$ cat src/rtl/gdsu_pkg.sv
// ----------------------------------------------------------------------------
// gdsu_pkg
// shared types, constants and calendar functions for the gregorian date
// step unit
// ----------------------------------------------------------------------------
`default_nettype none

package gdsu_pkg;

    localparam int DAY_W     = 5;
    localparam int MON_W     = 4;
    localparam int YEAR_IN_W = 14;
    localparam int YEAR_W    = 16;   // internal year, holds any year limit
    localparam int COUNT_W   = 16;
    localparam int ORDER_W   = 2;

    localparam int MAX_STEPS_DEF = 65535;
    localparam int YEAR_MAX_DEF  = 9999;

    localparam logic [MON_W-1:0]   MON_JAN  = 4'd1;
    localparam logic [MON_W-1:0]   MON_FEB  = 4'd2;
    localparam logic [MON_W-1:0]   MON_APR  = 4'd4;
    localparam logic [MON_W-1:0]   MON_JUN  = 4'd6;
    localparam logic [MON_W-1:0]   MON_SEP  = 4'd9;
    localparam logic [MON_W-1:0]   MON_NOV  = 4'd11;
    localparam logic [MON_W-1:0]   MON_DEC  = 4'd12;
    localparam logic [DAY_W-1:0]   DAY_FIRST = 5'd1;
    localparam logic [DAY_W-1:0]   DAY_31   = 5'd31;
    localparam logic [DAY_W-1:0]   DAY_30   = 5'd30;
    localparam logic [DAY_W-1:0]   DAY_29   = 5'd29;
    localparam logic [DAY_W-1:0]   DAY_28   = 5'd28;
    localparam logic [COUNT_W-1:0] DIST_SAT = 16'hFFFF;

    // divisibility by 25 through the modular inverse of 25 mod 2^16
    localparam logic [YEAR_W-1:0] INV25     = 16'd23593;
    localparam logic [YEAR_W-1:0] DIV25_LIM = 16'd2621;

    typedef enum logic [1:0] {
        OP_ADD  = 2'd0,
        OP_SUB  = 2'd1,
        OP_CMP  = 2'd2,
        OP_DIST = 2'd3
    } op_t;

    localparam logic signed [ORDER_W-1:0] ORD_LESS  = -2'sd1;
    localparam logic signed [ORDER_W-1:0] ORD_EQUAL = 2'sd0;
    localparam logic signed [ORDER_W-1:0] ORD_MORE  = 2'sd1;

    typedef struct packed {
        logic load;
        logic clamp_a;
        logic clamp_b;
        logic step_fwd;
        logic step_bwd;
        logic cnt_dec;
        logic cnt_inc;
        logic set_lim;
        logic capture;
        op_t  op;
    } gdsu_cmd_t;

    typedef struct packed {
        logic cnt_zero;
        logic steps_max;
        logic at_top;
        logic at_bottom;
        logic dates_eq;
        logic a_less;
    } gdsu_stat_t;

    function automatic logic is_leap(input logic [YEAR_W-1:0] y);
        logic [YEAR_W-1:0] prod;
        logic              div25;
        prod  = y * INV25;
        div25 = (prod <= DIV25_LIM);
        return (y[1:0] == 2'd0) && (!div25 || (y[3:0] == 4'd0));
    endfunction

    function automatic logic [DAY_W-1:0] month_days(input logic [MON_W-1:0] m,
                                                    input logic leap);
        logic [DAY_W-1:0] dim;
        unique case (m)
            MON_FEB:                            dim = leap ? DAY_29 : DAY_28;
            MON_APR, MON_JUN, MON_SEP, MON_NOV: dim = DAY_30;
            default:                            dim = DAY_31;
        endcase
        return dim;
    endfunction

endpackage

`default_nettype wire

$ cat src/rtl/gregorian_date_step_unit_top.sv
// ----------------------------------------------------------------------------
// gregorian_date_step_unit_top
// gregorian date add, subtract, compare and day distance by day stepping
// ----------------------------------------------------------------------------
// One transaction carries two dates, a day count and an operation, and gives
// one result transaction. Each date is first clamped into range (month to
// 1..12, year to 1..YEAR_MAX, day to the length of that month). Add and
// subtract then walk the first date one day per clock; distance walks the
// first date toward the second one day per clock and counts the steps;
// compare needs no walk. The number of day steps is min(day_count,
// MAX_STEPS) for add and subtract (fewer if the walk stops at a year
// limit), the day distance capped at MAX_STEPS for distance, and 0 for
// compare. The walk is done by the single day-step unit in the datapath,
// which advances the working date by one day per clock. in_stall is low
// only while the unit is idle; a finished result sits in the output
// register until taken, and the next transaction may be accepted while it
// waits. limit_hit flags a walk cut short at 31 December of YEAR_MAX, at
// 1 January of year 1, at the step limit or by saturation of distance at
// 65535.
// ----------------------------------------------------------------------------
`default_nettype none

module gregorian_date_step_unit_top
    import gdsu_pkg::*;
#(
    parameter int MAX_STEPS = MAX_STEPS_DEF,   // 1 .. 4194303
    parameter int YEAR_MAX  = YEAR_MAX_DEF     // 1 .. 65535
)
(
    input  wire logic                  clk,
    input  wire logic                  rst_n,

    // input transaction
    input  wire logic                  in_valid,
    output logic                       in_stall,
    input  wire logic [1:0]            operation,
    input  wire logic [DAY_W-1:0]      day_a,
    input  wire logic [MON_W-1:0]      month_a,
    input  wire logic [YEAR_IN_W-1:0]  year_a,
    input  wire logic [DAY_W-1:0]      day_b,
    input  wire logic [MON_W-1:0]      month_b,
    input  wire logic [YEAR_IN_W-1:0]  year_b,
    input  wire logic [COUNT_W-1:0]    day_count,

    // result transaction
    output logic                       out_valid,
    input  wire logic                  out_stall,
    output logic [DAY_W-1:0]           day_out,
    output logic [MON_W-1:0]           month_out,
    output logic [YEAR_IN_W-1:0]       year_out,
    output logic signed [ORDER_W-1:0]  order,
    output logic [COUNT_W-1:0]         distance,
    output logic                       limit_hit
);

    // commands from the sequencer, status back from the datapath
    gdsu_cmd_t  cmd;
    gdsu_stat_t stat;

    gdsu_ctrl u_ctrl (
        .clk       (clk),
        .rst_n     (rst_n),
        .in_valid  (in_valid),
        .in_stall  (in_stall),
        .operation (operation),
        .out_valid (out_valid),
        .out_stall (out_stall),
        .cmd       (cmd),
        .stat      (stat)
    );

    // date registers, leap-year and month-length logic, step counter and
    // the output register that holds the result until it is taken
    gdsu_datapath #(
        .MAX_STEPS (MAX_STEPS),
        .YEAR_MAX  (YEAR_MAX)
    ) u_datapath (
        .clk       (clk),
        .rst_n     (rst_n),
        .cmd       (cmd),
        .stat      (stat),
        .day_a     (day_a),
        .month_a   (month_a),
        .year_a    (year_a),
        .day_b     (day_b),
        .month_b   (month_b),
        .year_b    (year_b),
        .day_count (day_count),
        .day_out   (day_out),
        .month_out (month_out),
        .year_out  (year_out),
        .order     (order),
        .distance  (distance),
        .limit_hit (limit_hit)
    );

endmodule

`default_nettype wire

$ cat src/rtl/gdsu_datapath.sv
// ----------------------------------------------------------------------------
// gdsu_datapath
// date registers, clamp and day step logic, step counter and result register
// ----------------------------------------------------------------------------
`default_nettype none

module gdsu_datapath
    import gdsu_pkg::*;
#(
    parameter int MAX_STEPS = MAX_STEPS_DEF,
    parameter int YEAR_MAX  = YEAR_MAX_DEF
)
(
    input  wire logic                         clk,
    input  wire logic                         rst_n,
    input  wire gdsu_cmd_t                    cmd,
    output gdsu_stat_t                        stat,
    input  wire logic [DAY_W-1:0]             day_a,
    input  wire logic [MON_W-1:0]             month_a,
    input  wire logic [YEAR_IN_W-1:0]         year_a,
    input  wire logic [DAY_W-1:0]             day_b,
    input  wire logic [MON_W-1:0]             month_b,
    input  wire logic [YEAR_IN_W-1:0]         year_b,
    input  wire logic [COUNT_W-1:0]           day_count,
    output logic      [DAY_W-1:0]             day_out,
    output logic      [MON_W-1:0]             month_out,
    output logic      [YEAR_IN_W-1:0]         year_out,
    output logic signed [ORDER_W-1:0]         order,
    output logic      [COUNT_W-1:0]           distance,
    output logic                              limit_hit
);

    localparam int STEP_W = $clog2(MAX_STEPS + 1);
    localparam int CMP_W  = (STEP_W > COUNT_W) ? STEP_W : COUNT_W;
    localparam logic [YEAR_W-1:0] YEAR_TOP  = YEAR_W'(YEAR_MAX);
    localparam logic [YEAR_W-1:0] YEAR_ONE  = YEAR_W'(1);
    localparam logic [STEP_W-1:0] STEP_TOP  = STEP_W'(MAX_STEPS);
    localparam logic [CMP_W-1:0]  STEP_CMP  = CMP_W'(MAX_STEPS);
    localparam logic [CMP_W-1:0]  SAT_CMP   = CMP_W'(DIST_SAT);

    function automatic logic [YEAR_W-1:0] clamp_year(input logic [YEAR_IN_W-1:0] y);
        logic [YEAR_W-1:0] ye;
        ye = YEAR_W'(y);
        if (ye == '0)
            ye = YEAR_ONE;
        else if (ye > YEAR_TOP)
            ye = YEAR_TOP;
        return ye;
    endfunction

    function automatic logic [MON_W-1:0] clamp_month(input logic [MON_W-1:0] m);
        logic [MON_W-1:0] mc;
        mc = m;
        if (m == '0)
            mc = MON_JAN;
        else if (m > MON_DEC)
            mc = MON_DEC;
        return mc;
    endfunction

    function automatic logic [DAY_W-1:0] clamp_day(input logic [DAY_W-1:0] d,
                                                   input logic [DAY_W-1:0] dim);
        logic [DAY_W-1:0] dc;
        dc = d;
        if (d == '0)
            dc = DAY_FIRST;
        else if (d > dim)
            dc = dim;
        return dc;
    endfunction

    // working date (first date) and target date (second date)
    logic [DAY_W-1:0]   d_reg,  d_next;
    logic [MON_W-1:0]   m_reg,  m_next;
    logic [YEAR_W-1:0]  y_reg,  y_next;
    logic [DAY_W-1:0]   db_reg, db_next;
    logic [MON_W-1:0]   mb_reg, mb_next;
    logic [YEAR_W-1:0]  yb_reg, yb_next;
    logic [STEP_W-1:0]  cnt_reg, cnt_next;
    logic               lim_reg, lim_next;

    logic [DAY_W-1:0]   day_out_reg,   day_out_next;
    logic [MON_W-1:0]   month_out_reg, month_out_next;
    logic [YEAR_IN_W-1:0] year_out_reg, year_out_next;
    logic signed [ORDER_W-1:0] order_reg, order_next;
    logic [COUNT_W-1:0] distance_reg,  distance_next;
    logic               limit_reg,     limit_next;

    logic               leap;
    logic [YEAR_W-1:0]  leap_year;
    logic [MON_W-1:0]   dim_month;
    logic [DAY_W-1:0]   dim;
    logic [DAY_W-1:0]   dim_prev;
    logic [MON_W-1:0]   m_dec;
    logic               count_over;
    logic               dist_sat;
    logic               a_less;
    logic               dates_eq;

    // one leap unit, pointed at the second year while it is clamped
    assign leap_year = cmd.clamp_b ? yb_reg : y_reg;
    assign dim_month = cmd.clamp_b ? mb_reg : m_reg;
    assign leap      = is_leap(leap_year);
    assign dim       = month_days(dim_month, leap);
    assign m_dec     = m_reg - MON_W'(1);
    assign dim_prev  = month_days(m_dec, leap);

    assign count_over = CMP_W'(day_count) > STEP_CMP;
    assign dist_sat   = CMP_W'(cnt_reg) > SAT_CMP;
    assign a_less     = {y_reg, m_reg, d_reg} < {yb_reg, mb_reg, db_reg};
    assign dates_eq   = {y_reg, m_reg, d_reg} == {yb_reg, mb_reg, db_reg};

    always_comb
    begin
        stat.cnt_zero  = (cnt_reg == '0);
        stat.steps_max = (cnt_reg >= STEP_TOP);
        stat.at_top    = (d_reg == dim) && (m_reg == MON_DEC) && (y_reg >= YEAR_TOP);
        stat.at_bottom = (d_reg == DAY_FIRST) && (m_reg == MON_JAN) && (y_reg <= YEAR_ONE);
        stat.dates_eq  = dates_eq;
        stat.a_less    = a_less;
    end

    always_comb
    begin
        d_next   = d_reg;
        m_next   = m_reg;
        y_next   = y_reg;
        db_next  = db_reg;
        mb_next  = mb_reg;
        yb_next  = yb_reg;
        cnt_next = cnt_reg;
        lim_next = lim_reg;

        if (cmd.load)
        begin
            d_next  = day_a;
            m_next  = clamp_month(month_a);
            y_next  = clamp_year(year_a);
            db_next = day_b;
            mb_next = clamp_month(month_b);
            yb_next = clamp_year(year_b);
            if (cmd.op == OP_ADD || cmd.op == OP_SUB)
            begin
                cnt_next = count_over ? STEP_TOP : STEP_W'(day_count);
                lim_next = count_over;
            end
            else
            begin
                cnt_next = '0;
                lim_next = 1'b0;
            end
        end
        if (cmd.clamp_a)
            d_next = clamp_day(d_reg, dim);
        if (cmd.clamp_b)
            db_next = clamp_day(db_reg, dim);
        if (cmd.step_fwd)
        begin
            if (d_reg < dim)
                d_next = d_reg + DAY_W'(1);
            else if (m_reg < MON_DEC)
            begin
                m_next = m_reg + MON_W'(1);
                d_next = DAY_FIRST;
            end
            else
            begin
                y_next = y_reg + YEAR_W'(1);
                m_next = MON_JAN;
                d_next = DAY_FIRST;
            end
        end
        if (cmd.step_bwd)
        begin
            if (d_reg > DAY_FIRST)
                d_next = d_reg - DAY_W'(1);
            else if (m_reg > MON_JAN)
            begin
                m_next = m_dec;
                d_next = dim_prev;
            end
            else
            begin
                y_next = y_reg - YEAR_W'(1);
                m_next = MON_DEC;
                d_next = DAY_31;
            end
        end
        if (cmd.cnt_dec)
            cnt_next = cnt_reg - STEP_W'(1);
        if (cmd.cnt_inc)
            cnt_next = cnt_reg + STEP_W'(1);
        if (cmd.set_lim)
            lim_next = 1'b1;
    end

    // result fields, zero where the operation does not define them
    always_comb
    begin
        day_out_next   = day_out_reg;
        month_out_next = month_out_reg;
        year_out_next  = year_out_reg;
        order_next     = order_reg;
        distance_next  = distance_reg;
        limit_next     = limit_reg;
        if (cmd.capture)
        begin
            day_out_next   = '0;
            month_out_next = '0;
            year_out_next  = '0;
            order_next     = ORD_EQUAL;
            distance_next  = '0;
            limit_next     = lim_reg;
            unique case (cmd.op)
                OP_ADD, OP_SUB:
                begin
                    day_out_next   = d_reg;
                    month_out_next = m_reg;
                    year_out_next  = y_reg[YEAR_IN_W-1:0];
                end
                OP_CMP:
                begin
                    limit_next = 1'b0;
                    if (dates_eq)
                        order_next = ORD_EQUAL;
                    else if (a_less)
                        order_next = ORD_LESS;
                    else
                        order_next = ORD_MORE;
                end
                OP_DIST:
                begin
                    distance_next = dist_sat ? DIST_SAT : COUNT_W'(cnt_reg);
                    limit_next    = lim_reg || dist_sat;
                end
                default:
                begin
                    limit_next = lim_reg;
                end
            endcase
        end
    end

    always_ff @(posedge clk or negedge rst_n)
    begin
        if (!rst_n)
        begin
            cnt_reg <= '0;
            lim_reg <= 1'b0;
        end
        else
        begin
            cnt_reg <= cnt_next;
            lim_reg <= lim_next;
        end
    end

    always_ff @(posedge clk)
    begin
        d_reg         <= d_next;
        m_reg         <= m_next;
        y_reg         <= y_next;
        db_reg        <= db_next;
        mb_reg        <= mb_next;
        yb_reg        <= yb_next;
        day_out_reg   <= day_out_next;
        month_out_reg <= month_out_next;
        year_out_reg  <= year_out_next;
        order_reg     <= order_next;
        distance_reg  <= distance_next;
        limit_reg     <= limit_next;
    end

    assign day_out   = day_out_reg;
    assign month_out = month_out_reg;
    assign year_out  = year_out_reg;
    assign order     = order_reg;
    assign distance  = distance_reg;
    assign limit_hit = limit_reg;

`ifndef SYNTHESIS
    // a day step always moves the working date
    a_step_moves: assert property (@(posedge clk) disable iff (!rst_n)
        (cmd.step_fwd || cmd.step_bwd) |=>
            !(d_reg == $past(d_reg) && m_reg == $past(m_reg) && y_reg == $past(y_reg)))
        else $error("day step left the working date unchanged");

    // the down counter never wraps below zero
    a_cnt_no_wrap: assert property (@(posedge clk) disable iff (!rst_n)
        cmd.cnt_dec |-> cnt_reg != '0)
        else $error("step counter decremented at zero");

    // the distance counter never runs past the step limit
    a_cnt_bound: assert property (@(posedge clk) disable iff (!rst_n)
        cmd.cnt_inc |=> cnt_reg <= STEP_TOP)
        else $error("distance counter passed the step limit");
`endif

endmodule

`default_nettype wire

$ cat src/rtl/gdsu_ctrl.sv
// ----------------------------------------------------------------------------
// gdsu_ctrl
// sequencer for load, clamp, day walk and result handoff
// ----------------------------------------------------------------------------
`default_nettype none

module gdsu_ctrl
    import gdsu_pkg::*;
(
    input  wire logic             clk,
    input  wire logic             rst_n,
    input  wire logic             in_valid,
    output logic                  in_stall,
    input  wire logic [1:0]       operation,
    output logic                  out_valid,
    input  wire logic             out_stall,
    output gdsu_cmd_t             cmd,
    input  wire gdsu_stat_t       stat
);

    typedef enum logic [4:0] {
        ST_IDLE    = 5'b00001,
        ST_CLAMP_A = 5'b00010,
        ST_CLAMP_B = 5'b00100,
        ST_WALK    = 5'b01000,
        ST_DONE    = 5'b10000
    } state_t;

    state_t state_reg, state_next;
    op_t    op_reg,    op_next;
    logic   out_valid_reg, out_valid_next;
    logic   in_take;
    logic   out_take;

    assign in_stall = (state_reg != ST_IDLE);
    assign in_take  = in_valid && !in_stall;
    assign out_take = out_valid_reg && !out_stall;

    always_comb
    begin
        state_next = state_reg;
        op_next    = op_reg;
        cmd        = '0;
        cmd.op     = op_reg;
        unique case (state_reg)
            ST_IDLE:
            begin
                if (in_take)
                begin
                    cmd.load   = 1'b1;
                    cmd.op     = op_t'(operation);
                    op_next    = op_t'(operation);
                    state_next = ST_CLAMP_A;
                end
            end
            ST_CLAMP_A:
            begin
                cmd.clamp_a = 1'b1;
                state_next  = ST_CLAMP_B;
            end
            ST_CLAMP_B:
            begin
                cmd.clamp_b = 1'b1;
                state_next  = ST_WALK;
            end
            ST_WALK:
            begin
                unique case (op_reg)
                    OP_ADD:
                    begin
                        if (stat.cnt_zero)
                            state_next = ST_DONE;
                        else if (stat.at_top)
                        begin
                            cmd.set_lim = 1'b1;
                            state_next  = ST_DONE;
                        end
                        else
                        begin
                            cmd.step_fwd = 1'b1;
                            cmd.cnt_dec  = 1'b1;
                        end
                    end
                    OP_SUB:
                    begin
                        if (stat.cnt_zero)
                            state_next = ST_DONE;
                        else if (stat.at_bottom)
                        begin
                            cmd.set_lim = 1'b1;
                            state_next  = ST_DONE;
                        end
                        else
                        begin
                            cmd.step_bwd = 1'b1;
                            cmd.cnt_dec  = 1'b1;
                        end
                    end
                    OP_CMP:
                    begin
                        state_next = ST_DONE;
                    end
                    OP_DIST:
                    begin
                        if (stat.dates_eq)
                            state_next = ST_DONE;
                        else if (stat.steps_max)
                        begin
                            cmd.set_lim = 1'b1;
                            state_next  = ST_DONE;
                        end
                        else
                        begin
                            cmd.step_fwd = stat.a_less;
                            cmd.step_bwd = !stat.a_less;
                            cmd.cnt_inc  = 1'b1;
                        end
                    end
                    default:
                    begin
                        state_next = ST_DONE;
                    end
                endcase
            end
            ST_DONE:
            begin
                if (!out_valid_reg || !out_stall)
                begin
                    cmd.capture = 1'b1;
                    state_next  = ST_IDLE;
                end
            end
            default:
            begin
                state_next = ST_IDLE;
            end
        endcase
    end

    always_comb
    begin
        out_valid_next = out_valid_reg;
        if (cmd.capture)
            out_valid_next = 1'b1;
        else if (out_take)
            out_valid_next = 1'b0;
    end

    always_ff @(posedge clk or negedge rst_n)
    begin
        if (!rst_n)
        begin
            state_reg     <= ST_IDLE;
            op_reg        <= OP_ADD;
            out_valid_reg <= 1'b0;
        end
        else
        begin
            state_reg     <= state_next;
            op_reg        <= op_next;
            out_valid_reg <= out_valid_next;
        end
    end

    assign out_valid = out_valid_reg;

`ifndef SYNTHESIS
    a_one_direction: assert property (@(posedge clk) disable iff (!rst_n)
        !(cmd.step_fwd && cmd.step_bwd))
        else $error("forward and backward step in the same cycle");

    a_accept_clamps: assert property (@(posedge clk) disable iff (!rst_n)
        in_take |=> state_reg == ST_CLAMP_A)
        else $error("accepted transaction did not start clamping");

    a_result_from_done: assert property (@(posedge clk) disable iff (!rst_n)
        $rose(out_valid_reg) |-> $past(state_reg == ST_DONE))
        else $error("result presented outside the handoff state");

    a_compare_one_walk: assert property (@(posedge clk) disable iff (!rst_n)
        (state_reg == ST_WALK && op_reg == OP_CMP) |=> state_reg == ST_DONE)
        else $error("compare stayed in the walk state");
`endif

endmodule

`default_nettype wire

$ cat config.mk
export PLATFORM = sky130hd
export DESIGN_NAME = gregorian_date_step_unit_top
export DESIGN_NICKNAME = d
export VERILOG_FILES = /design/src/rtl/gdsu_pkg.sv /design/src/rtl/gregorian_date_step_unit_top.sv /design/src/rtl/gdsu_datapath.sv /design/src/rtl/gdsu_ctrl.sv
export SDC_FILE = /design/constraint.sdc
export NUM_CORES = 1
export LEC_CHECK = 0
export ABC_AREA = 1
export BUFFER_PORTS_ARGS = -buffer_cell sky130_fd_sc_hd__buf_2
export CORE_MARGIN = 8
export CORE_UTILIZATION = 56
export DETAILED_ROUTE_END_ITERATION = 7
export PLACE_DENSITY = 0.77
export SYNTH_ARGS = -nofsm -noshare
export SYNTH_HDL_FRONTEND = slang
export SYNTH_SLANG_ARGS = --single-unit
$ cat constraint.sdc
create_clock -name clk -period 8.2 [get_ports clk]
set_input_delay 0.82 -clock clk [delete_from_list [all_inputs] [get_ports clk]]
set_output_delay 0.82 -clock clk [all_outputs]
set_load 0.02 [all_outputs]
==> flow_summary.yaml <==
status:
  outcome: "finished clean"
setup_path:
  crit_arrival_ns: 7.86
  crit_path_end_kind: "flop"
  cp_slowest_cell: "o21ai_0"
  critPathRequiredTime_ns: 8.54
  worstReg2RegEnd: "u_datapath.cnt_reg[14]$_DFFE_PN0P_"
  reg2reg_from: "u_ctrl.state_reg[3]$_DFFE_PN0P_"
  cp_common_cell: "nand2_1"
  cp_max_fo: 28
  crit_start: "u_ctrl.state_reg[3]$_DFFE_PN0P_"
  worstSetupEndpoint: "u_datapath.cnt_reg[14]$_DFFE_PN0P_"
  crit_type: "flop to flop"
  critPathLaunchType: "flop"
  slowest_delay_ns: 0.55
  reg2regPathDepth: 37
  rrSetupSlack_ns: 0.68
yosys:
  ys_warn_count: 0
  ys_async_sr_fraction_pct: 21.7
  synth_commonest_cells: "nand2_1 (235), inv_1 (204), nor2_1 (119), nand3_1 (113), ha_1 (108)"
  yosys.area.top_type: "edfxtp_1"
  synth_ff_type: "edfxtp_1"
  netlist_area_mm2: 0.0102
  synth_top_area_share_pct: 20.7
  ys_types: 58
  synthTopCellsByArea: "edfxtp_1 (21%), ha_1 (13%), nand2_1 (8.7%)"
  synth_edf_count: 70
  yosysSeqAreaShare_pct: 30.8
  yosysMostFrequentCell: "nand2_1"
  syn_nets: 1509
  netlist_instances: 1315
  synth_area_per_cell_um2: 7.73
  ys_ff_latch: 115
clocking:
  cts_tree: "built"
  h-tree-depth: 4
  clockBufferDepth: 2
  post-cts-setup-buffers: 0
  clock_sinks: 115
  clk_pin_slew_worst_paths_ns: 0.06
  clock-root-buffer: "clkbuf_16"
  postCtsHoldBufs: 0
  clk_latency_ns: 0.43
  cts_buffers: 17
  cts_resized: 0
floorplan:
  core_mm2: 0.0179
  io-pin-count: 112
  initial_core_util_pct: 56.8
  rows: 49
  die_w_um: 151
  die_y_um: 151
  dieArea_mm2: 0.0227
timing:
  worst_slew_pin_slew_ns: 0.951
  fin_skew_ns: 0.0122
  setup_viol: 0
  max_freq_ghz: 0.133
  min_period_ns: 7.52
  hold_violations: 0
  rsz0062_at_grt: "false"
  max_slew_margin_pct: 36.0
  period_share_pct: 91.7
  setup_tns_ns: 0
  maxSlewViolCount: 0
route:
  route.detailed.drc: 0
  vias: 9535
  first_iter_violations: 1037
  firstDrtPassIters: 5
  ant_nets: 0
  drt-vias-per-instance: 5.74
  wl_per_cell_um: 17.2
  drt-total-wl_um: 28600
global_route:
  antenna_found_initial: 0
  grt_usage_pct: 25.8
  grt_pass1_wl_um: 46700
  grt_pass1_vias: 9308
  grt_max_degree: 46
  grt_overflow: 0
final_layout:
  diodes: 0
  fin_nets: 1613
  syn2layout_area_growth_pct: 13.7
  fillers: 1540
  drive_gt1_share_pct: 15.0
run:
  drv_cap: 0
placed_design:
  portBuffers: 111
  place_hpwl_um: 22000
  gp_congestion: 0.941
worst_hold_path:
  hold_path_class: "primary input to asynchronous set/reset pin"
[worst min path at each step]
| stage | from | depth (start not counted) | endpoint | slack (ns) |
|---|---|---|---|---|
| 4_1_cts | rst_n | 1 | u_datapath.cnt_reg[9]$_DFFE_PN0P_ | 0.41 |
| 3_5_place_dp | u_ctrl.state_reg[4]$_DFFE_PN0P_ | 1 | u_ctrl.state_reg[2]$_DFFE_PN0P_ | 0.53 |
| 6_report | rst_n | 1 | u_datapath.cnt_reg[10]$_DFFE_PN0P_ | 0.41 |
| 5_1_grt | rst_n | 1 | u_datapath.cnt_reg[10]$_DFFE_PN0P_ | 0.45 |
| 2_1_floorplan | u_ctrl.state_reg[4]$_DFFE_PN0P_ | 1 | u_ctrl.state_reg[2]$_DFFE_PN0P_ | 0.46 |
| 3_3_place_gp | u_ctrl.state_reg[4]$_DFFE_PN0P_ | 1 | u_ctrl.state_reg[2]$_DFFE_PN0P_ | 0.53 |
[critical path, delay by kind of cell (launching register included)]
kind	cells	cell delay (ns)
AO/OA/AOI/OAI	5	1.04
buffers and inverters	7	0.53
adder cells (fa/ha/maj)	8	2.96
AND/OR/NAND/NOR	17	2.48
flip-flops	1	0.43
[through the flow]
| stage | util (%) | hold WS, ns | setup slack, ns | instances | cell area (um^2) |
|---|---|---|---|---|---|
| CTS | 64.5 | 0.414 | 0.463 | 1661 | 11600 |
| finish | 64.6 | 0.408 | 0.677 | 1661 | 11600 |
| global placement | 60.8 | 0.530 | 0.723 | 1629 | 10900 |
| floorplan | - | 0.464 | 1.21 | 1315 | 10200 |
| detailed placement | 60.8 | 0.534 | 0.526 | 1629 | 10900 |
| global route | 64.6 | 0.446 | 0.0657 | 1661 | 11600 |
[cells by family after synthesis]
logic type / Yosys count / share of synthesized area (%)
buffers and inverters: 253 / 9.98
AO/OA/AOI/OAI: 194 / 10.8
adder cells (fa/ha/maj): 126 / 16.8
flip-flops: 115 / 30.8
AND/OR/NAND/NOR: 582 / 27.7
XOR/XNOR: 45 / 3.88
[metal layers]
| layer | up-vias | share of wire [%] | GRT usage, % |
|---|---|---|---|
| li1 | 4619 | - | - |
| met1 | 4425 | 43 | 34.3 |
| met2 | 443 | 46 | 41.5 |
| met3 | 48 | 8.3 | 4.99 |
| met4 | 0 | 2.2 | 8.71 |
| met5 | - | 0 | 0 |
[final cells by class]
cell class	instances	area [um^2]	share of cell area, %
multi-input cells	947	6040	52.2
clock inverters	11	170	1.47
repair buffers	118	608	5.26
clock buffers	21	493	4.26
well taps	229	287	2.48
inverters	220	835	7.22
flip-flops and latches	115	3130	27.1
[cells in the final DEF (no fill, tap or decap), drive strengths merged, types with 2 or more instances in the layout]
cell      Yosys  routed
nor3b         2       2
dfxtp        20      20
ha          108     108
or4           2       2
buf          18     118
nor4         15      15
nand3       119     119
or2           4       4
clkinvlp      0       3
o31ai         3       3
dfrtp        24      24
o22ai         2       2
xor2         38      38
o211ai       20      20
inv         215     216
nor3         19      19
nand3b        3       3
a31oi         6       6
a21oi        55      55
o21ai        98      98
o311ai        3       3
nand4        40      40
o221ai        2       2
fa           18      18
clkbuf       15      21
nor2        132     132
nand2       245     245
a22oi         3       3
bufinv        0       4
clkinv        5       8
edfxtp       70      70
xnor2         7       7
Power is left out: the tool's default activity adds up to more than one toggle a clock period on the data nets, which glitch-free logic cannot reach.
